## src/hdl/mlpt_pkg.sv

```systemverilog
// ----------------------------------------------------------------------------
// mlpt_pkg
// Shared types, codes and fixed-point helpers for the two-layer MLP trainer.
// ----------------------------------------------------------------------------
package mlpt_pkg;

  localparam int NUM_FEATURES_DEF = 128;
  localparam int NUM_HIDDEN_DEF   = 32;

  localparam logic [15:0] LR_RESET = 16'd655;

  localparam logic [2:0] FN_W1    = 3'd0;
  localparam logic [2:0] FN_B1    = 3'd1;
  localparam logic [2:0] FN_W2    = 3'd2;
  localparam logic [2:0] FN_B2    = 3'd3;
  localparam logic [2:0] FN_FEAT  = 3'd4;
  localparam logic [2:0] FN_EVAL  = 3'd5;
  localparam logic [2:0] FN_TRAIN = 3'd6;

  typedef struct packed {
    logic accept;
    logic f_init;
    logic f_mac;
    logic f_act;
    logic f_out;
    logic f_score;
    logic t_e;
    logic t_es;
    logic t_s;
    logic t_sr;
    logic t_b;
    logic t_wr;
    logic t_w2;
  } mlpt_cmd_t;

  typedef struct packed {
    logic h_pos;
  } mlpt_sts_t;

  function automatic logic signed [63:0] rnd(input logic signed [63:0] v, input int n);
    logic signed [63:0] half;
    half = 64'sd1 <<< (n - 1);
    return (v + half) >>> n;
  endfunction

  function automatic logic signed [15:0] sat16(input logic signed [63:0] v);
    logic signed [15:0] r;
    if (v > 64'sd32767) r = 16'sh7fff;
    else if (v < -64'sd32768) r = 16'sh8000;
    else r = v[15:0];
    return r;
  endfunction

endpackage

```

## src/hdl/mlpt_ctrl.sv

```systemverilog
// ----------------------------------------------------------------------------
// mlpt_ctrl
// Sequencer for the forward pass and the gradient step; owns the loop counters.
// ----------------------------------------------------------------------------
`default_nettype none
module mlpt_ctrl
  import mlpt_pkg::*;
#(
  parameter int NUM_FEATURES = NUM_FEATURES_DEF,
  parameter int NUM_HIDDEN   = NUM_HIDDEN_DEF,
  localparam int JW = (NUM_HIDDEN > 1) ? $clog2(NUM_HIDDEN) : 1,
  localparam int IW = (NUM_FEATURES > 1) ? $clog2(NUM_FEATURES) : 1
) (
  input  wire logic          clk,
  input  wire logic          rst_n,
  input  wire logic          start,
  input  wire logic [2:0]    in_func,
  output logic               busy,
  output mlpt_cmd_t          cmd,
  input  wire mlpt_sts_t     sts,
  output logic [JW-1:0]      j_idx,
  output logic [IW-1:0]      i_idx
);

  localparam logic [4:0] S_IDLE   = 5'd0;
  localparam logic [4:0] S_FLD    = 5'd1;
  localparam logic [4:0] S_FINIT  = 5'd2;
  localparam logic [4:0] S_FRD    = 5'd3;
  localparam logic [4:0] S_FMAC   = 5'd4;
  localparam logic [4:0] S_FACT   = 5'd5;
  localparam logic [4:0] S_FOUT   = 5'd6;
  localparam logic [4:0] S_FSCORE = 5'd7;
  localparam logic [4:0] S_TE     = 5'd8;
  localparam logic [4:0] S_TES    = 5'd9;
  localparam logic [4:0] S_TLD    = 5'd10;
  localparam logic [4:0] S_TS     = 5'd11;
  localparam logic [4:0] S_TSR    = 5'd12;
  localparam logic [4:0] S_TB     = 5'd13;
  localparam logic [4:0] S_TRD    = 5'd14;
  localparam logic [4:0] S_TWR    = 5'd15;
  localparam logic [4:0] S_TW2    = 5'd16;

  localparam logic [JW-1:0] J_LAST = JW'(NUM_HIDDEN - 1);
  localparam logic [IW-1:0] I_LAST = IW'(NUM_FEATURES - 1);

  logic [4:0]    state_r, state_nxt;
  logic [JW-1:0] j_r, j_nxt;
  logic [IW-1:0] i_r, i_nxt;
  logic          train_r, train_nxt;
  logic          acc_go;

  assign busy   = (state_r != S_IDLE);
  assign acc_go = start && !busy;
  assign j_idx  = j_r;
  assign i_idx  = i_r;

  always_comb begin
    cmd         = '0;
    cmd.accept  = acc_go;
    cmd.f_init  = (state_r == S_FINIT);
    cmd.f_mac   = (state_r == S_FMAC);
    cmd.f_act   = (state_r == S_FACT);
    cmd.f_out   = (state_r == S_FOUT);
    cmd.f_score = (state_r == S_FSCORE);
    cmd.t_e     = (state_r == S_TE);
    cmd.t_es    = (state_r == S_TES);
    cmd.t_s     = (state_r == S_TS);
    cmd.t_sr    = (state_r == S_TSR);
    cmd.t_b     = (state_r == S_TB);
    cmd.t_wr    = (state_r == S_TWR);
    cmd.t_w2    = (state_r == S_TW2);
  end

  always_comb begin
    state_nxt = state_r;
    j_nxt     = j_r;
    i_nxt     = i_r;
    train_nxt = train_r;
    unique case (state_r)
      S_IDLE: begin
        if (acc_go && (in_func == FN_EVAL || in_func == FN_TRAIN)) begin
          train_nxt = (in_func == FN_TRAIN);
          j_nxt     = '0;
          i_nxt     = '0;
          state_nxt = S_FLD;
        end
      end
      S_FLD:   state_nxt = S_FINIT;
      S_FINIT: begin
        i_nxt     = '0;
        state_nxt = S_FRD;
      end
      S_FRD:   state_nxt = S_FMAC;
      S_FMAC: begin
        if (i_r == I_LAST) begin
          state_nxt = S_FACT;
        end else begin
          i_nxt     = i_r + 1'b1;
          state_nxt = S_FRD;
        end
      end
      S_FACT:  state_nxt = S_FOUT;
      S_FOUT: begin
        if (j_r == J_LAST) begin
          state_nxt = S_FSCORE;
        end else begin
          j_nxt     = j_r + 1'b1;
          state_nxt = S_FLD;
        end
      end
      S_FSCORE: state_nxt = train_r ? S_TE : S_IDLE;
      S_TE:    state_nxt = S_TES;
      S_TES: begin
        j_nxt     = '0;
        state_nxt = S_TLD;
      end
      S_TLD:   state_nxt = S_TS;
      S_TS:    state_nxt = S_TSR;
      S_TSR:   state_nxt = S_TB;
      S_TB: begin
        i_nxt     = '0;
        state_nxt = sts.h_pos ? S_TRD : S_TW2;
      end
      S_TRD:   state_nxt = S_TWR;
      S_TWR: begin
        if (i_r == I_LAST) begin
          state_nxt = S_TW2;
        end else begin
          i_nxt     = i_r + 1'b1;
          state_nxt = S_TRD;
        end
      end
      S_TW2: begin
        if (j_r == J_LAST) begin
          state_nxt = S_IDLE;
        end else begin
          j_nxt     = j_r + 1'b1;
          state_nxt = S_TLD;
        end
      end
      default: state_nxt = S_IDLE;
    endcase
  end

  always_ff @(posedge clk) begin
    if (!rst_n) begin
      state_r <= S_IDLE;
      j_r     <= '0;
      i_r     <= '0;
      train_r <= 1'b0;
    end else begin
      state_r <= state_nxt;
      j_r     <= j_nxt;
      i_r     <= i_nxt;
      train_r <= train_nxt;
    end
  end

endmodule
`default_nettype wire

```

## config.mk

```make
export PLATFORM = sky130hd
export DESIGN_NAME = mlpt_ctrl
export DESIGN_NICKNAME = d
export VERILOG_FILES = /design/src/hdl/mlpt_pkg.sv /design/src/hdl/mlpt_ctrl.sv
export SDC_FILE = /design/constraint.sdc
export NUM_CORES = 1
export LEC_CHECK = 0
export BUFFER_PORTS_ARGS = -buffer_cell sky130_fd_sc_hd__clkbuf_2
export CORE_MARGIN = 2
export CORE_UTILIZATION = 45
export DETAILED_ROUTE_END_ITERATION = 12
export PLACE_DENSITY_LB_ADDON = 0.08
export SYNTH_ARGS = -nofsm -noshare
export SYNTH_HDL_FRONTEND = slang
export SYNTH_SLANG_ARGS = --single-unit
```

## constraint.sdc

```tcl
create_clock -name clk -period 3.3 [get_ports clk]
set_input_delay 0.825 -clock clk [delete_from_list [all_inputs] [get_ports clk]]
set_output_delay 0.825 -clock clk [all_outputs]
set_load 0.01 [all_outputs]
```

==> flow_summary_export.csv <==
group,metric,value,unit
sta,post-route-period-util,0.852,
sta,fin_crit,2810,ps
place,numPortBuffers,32,
pwr,power,0.000408,W
die,die_area,3460,µm²
layout,fin_area,1520,µm²
clock_tree,cts_hold_buf,0,
setup_path,worstPathArrival,1990,ps
place,gp_congestion,0.852,
setup_path,crit_path_max_fanout,23,
die,row_count,19,
pwr,ir_drop,178,µV
drt,drc,1,
layout,syn_to_final_growth,12.0,%
sta,final_max_slew_viol_count,0,
pwr,switching_power,0.000103,W
place,placed_cell_area,1480,µm²
die,initial_core_util,0.483,
sta,worst_slack,489,ps
setup_path,path_class,"flip-flop to output port",
layout,antenna_cells,0,
sta,rsz0062_at_grt,"false",
layout,layout.nets,207,
grt,grt_pass1_vias,1250,
clock_tree,clkSlewWorstSetupHoldPaths,100,ps
drt,wl,3360,µm
logic_synthesis,ys.flop_type,"dfxtp_1",
setup_path,rrSetupSlack,1240,ps
drt,post_drt_via_cell_ratio,6.06,
clock_tree,cts_sinks,18,
layout,drive_above_1_share,0.240,
logic_synthesis,syn-cell-area,1350,µm²
clock_tree,cts_inserted_buffers,3,
clock_tree,cts_resized,0,
setup_path,required,2470,ps
run_status,status,"finished, violations left",
drt,detail-route-antenna-nets,0,
sta,setup_viol,0,
logic_synthesis,ys_seq_area_frac,0.266,
hold_path,holdPathStages,2,
hold_path,worstHoldStart,"j_idx[4]",
die,dieWidth,58.9,µm
grt,grt_max_degree,25,
setup_path,worstSetupEndpointType,"output port",
logic_synthesis,synth_cell_type_count,54,
sta,fin_hold_ws,506,ps
pwr,clock_power_share,0.336,
pwr,powerDensity,269,nW/µm²
drt,num_vias,1376,
setup_path,crit_path_start_kind,"flip-flop",
sta,tightest_slew,761,ps
hold_path,whs_endpoint,"j_idx[4]",
sta,clock-skew-final,1.40,ps
clock_tree,clock_path_buffers,2,
logic_synthesis,avgSynthCellArea,7.78,µm²
grt,overflow,0,
pwr,swShare,0.253,
logic_synthesis,yosysWarnings,0,
drt,detail_route.iter0.violations,146,
logic_synthesis,synth_edf_count,0,
die,die_h,58.9,µm
pwr,p_comb_frac,0.109,
sta,maxClockFrequency,356,MHz
clock_tree,insertion_delay,290,ps
logic_synthesis,synth_cells,174,
sta,tns,0,ps
grt,antenna_found_initial,0,
clock_tree,cts_root_buffer,"clkbuf_4",
sta,relSlewSlack,0.492,
pwr,intPower,0.000305,W
run_status,violations,"design-rule violations",
setup_path,reg2reg_depth,4,
place,place_ws,839,ps
grt,grt_pass1_wl,5730,µm
clock_tree,postCtsSetupBuffers,0,
place,dp_hpwl,2440,µm
setup_path,r2r-end,"i_idx[4]",
grt,grt_util_all_layers,0.213,
hold_path,hp-class,"flip-flop to flip-flop",
drt,wl_per_cell,14.8,µm
pwr,power_leakage,0.635,nW
die,io-pin-count,33,
drt,drt_pass1_iterations,8,
die,core,2810,µm²
pwr,seq_power_share,0.555,
logic_synthesis,ys_ff_latch,18,
flow_run,drv_cap,0,
clock_tree,tritoncts,"yes",
sta,hold_violations,0,
clock_tree,cts-htree-levels,1,
setup_path,r2r-start,"state_r[1]",
logic_synthesis,syn_nets,184,
logic_synthesis,async_reset_ff_frac,0,
metrics by stage:
stage               cells  utilization
detailed placement    223        0.528
CTS                   227        0.541
global route          227        0.541
global placement      223        0.528
floorplan             174            -
finish                227        0.541
cells in the final DEF, fill, tap and decap left out, types with 3 or more instances in the layout:
master / n
clkbuf_4: 3
a211oi_1: 3
clkbuf_2: 32
nand2_1: 11
nor3_1: 6
nor2_1: 18
or3_1: 4
nand3_1: 8
o21ai_0: 6
dfxtp_1: 18
a311oi_1: 3
and2_1: 3
nand2b_1: 3
a31oi_1: 3
ha_1: 3
a21oi_1: 8
nand3b_1: 3
and3_1: 7
nor2b_1: 4
nor3b_1: 3
o211ai_1: 3
nand4_1: 3
cells by family (layout without fill, tap and decap cells):
logic type,count (synthesis),in the layout,share of synthesized area
xor+xnor,4,4,0.0259
buf+inv,18,40,0.0647
flops,18,18,0.266
mux,2,2,0.0148
fa+ha+maj,3,3,0.0277
simple gates,83,83,0.353
compound gates,46,46,0.248
registers in the layout, summed over array words and instances (netlist names):
| register | flops |
|---|---|
| j_idx | 5 |
| state_r | 5 |
| train_r | 1 |
| i_idx | 7 |
synth_stat cells, drive strengths merged, types with 4 or more instances:
library cell / count / share of area
nor2b: 4 / 0.018
a21oi: 9 / 0.036
or3: 4 / 0.018
inv: 4 / 0.011
nand2: 11 / 0.030
nor3: 7 / 0.030
nor2: 19 / 0.058
nand3: 8 / 0.030
buf: 11 / 0.044
and3: 7 / 0.032
o21ai: 8 / 0.030
dfxtp: 18 / 0.27
area by class of cell:
class | instances | area, µm²
Clock buffer | 4 | 36.3
Fill cell | 296 | 1290
Multi-Input combinational cell | 138 | 906
Inverter | 4 | 15.0
Sequential cell | 18 | 360
Timing Repair Buffer | 32 | 160
Tap cell | 31 | 38.8
metal layers:
| layer | wire [µm] | global-route usage |
|---|---|---|
| met1 | 1640 | 0.308 |
| met2 | 1540 | 0.322 |
| met3 | 168 | 0.0374 |
| met4 | 15 | 0.0617 |
| met5 | 0 | 0 |
power by group through the flow:
stage                logic, W  registers, W  clock network (W)
global route        0.0000496      0.000228           0.000150
floorplan           0.0000387      0.000226                  0
detailed placement  0.0000441      0.000231                  0
global placement    0.0000437      0.000231                  0
finish              0.0000443      0.000227           0.000137
CTS                 0.0000445      0.000226           0.000143
worst max-delay path, cell delays in order, from the launching register on:
cell and delay [ps]:
dfxtp_1 810, nand3b_1 300, nor3_1 380, clkbuf_2 210
worst max path at each step:
stage | start | end | slack [ps] | depth (start not counted)
after floorplan | state_r[0] | cmd[7] | 1150 | 4
after CTS | state_r[0] | cmd[5] | 500 | 3
after global placement | state_r[0] | cmd[5] | 900 | 3
after detailed placement | state_r[0] | cmd[5] | 840 | 3
after global routing | state_r[0] | cmd[5] | 330 | 3
final | state_r[0] | cmd[5] | 490 | 3
Note: power is estimated with default switching activity, not from simulation.
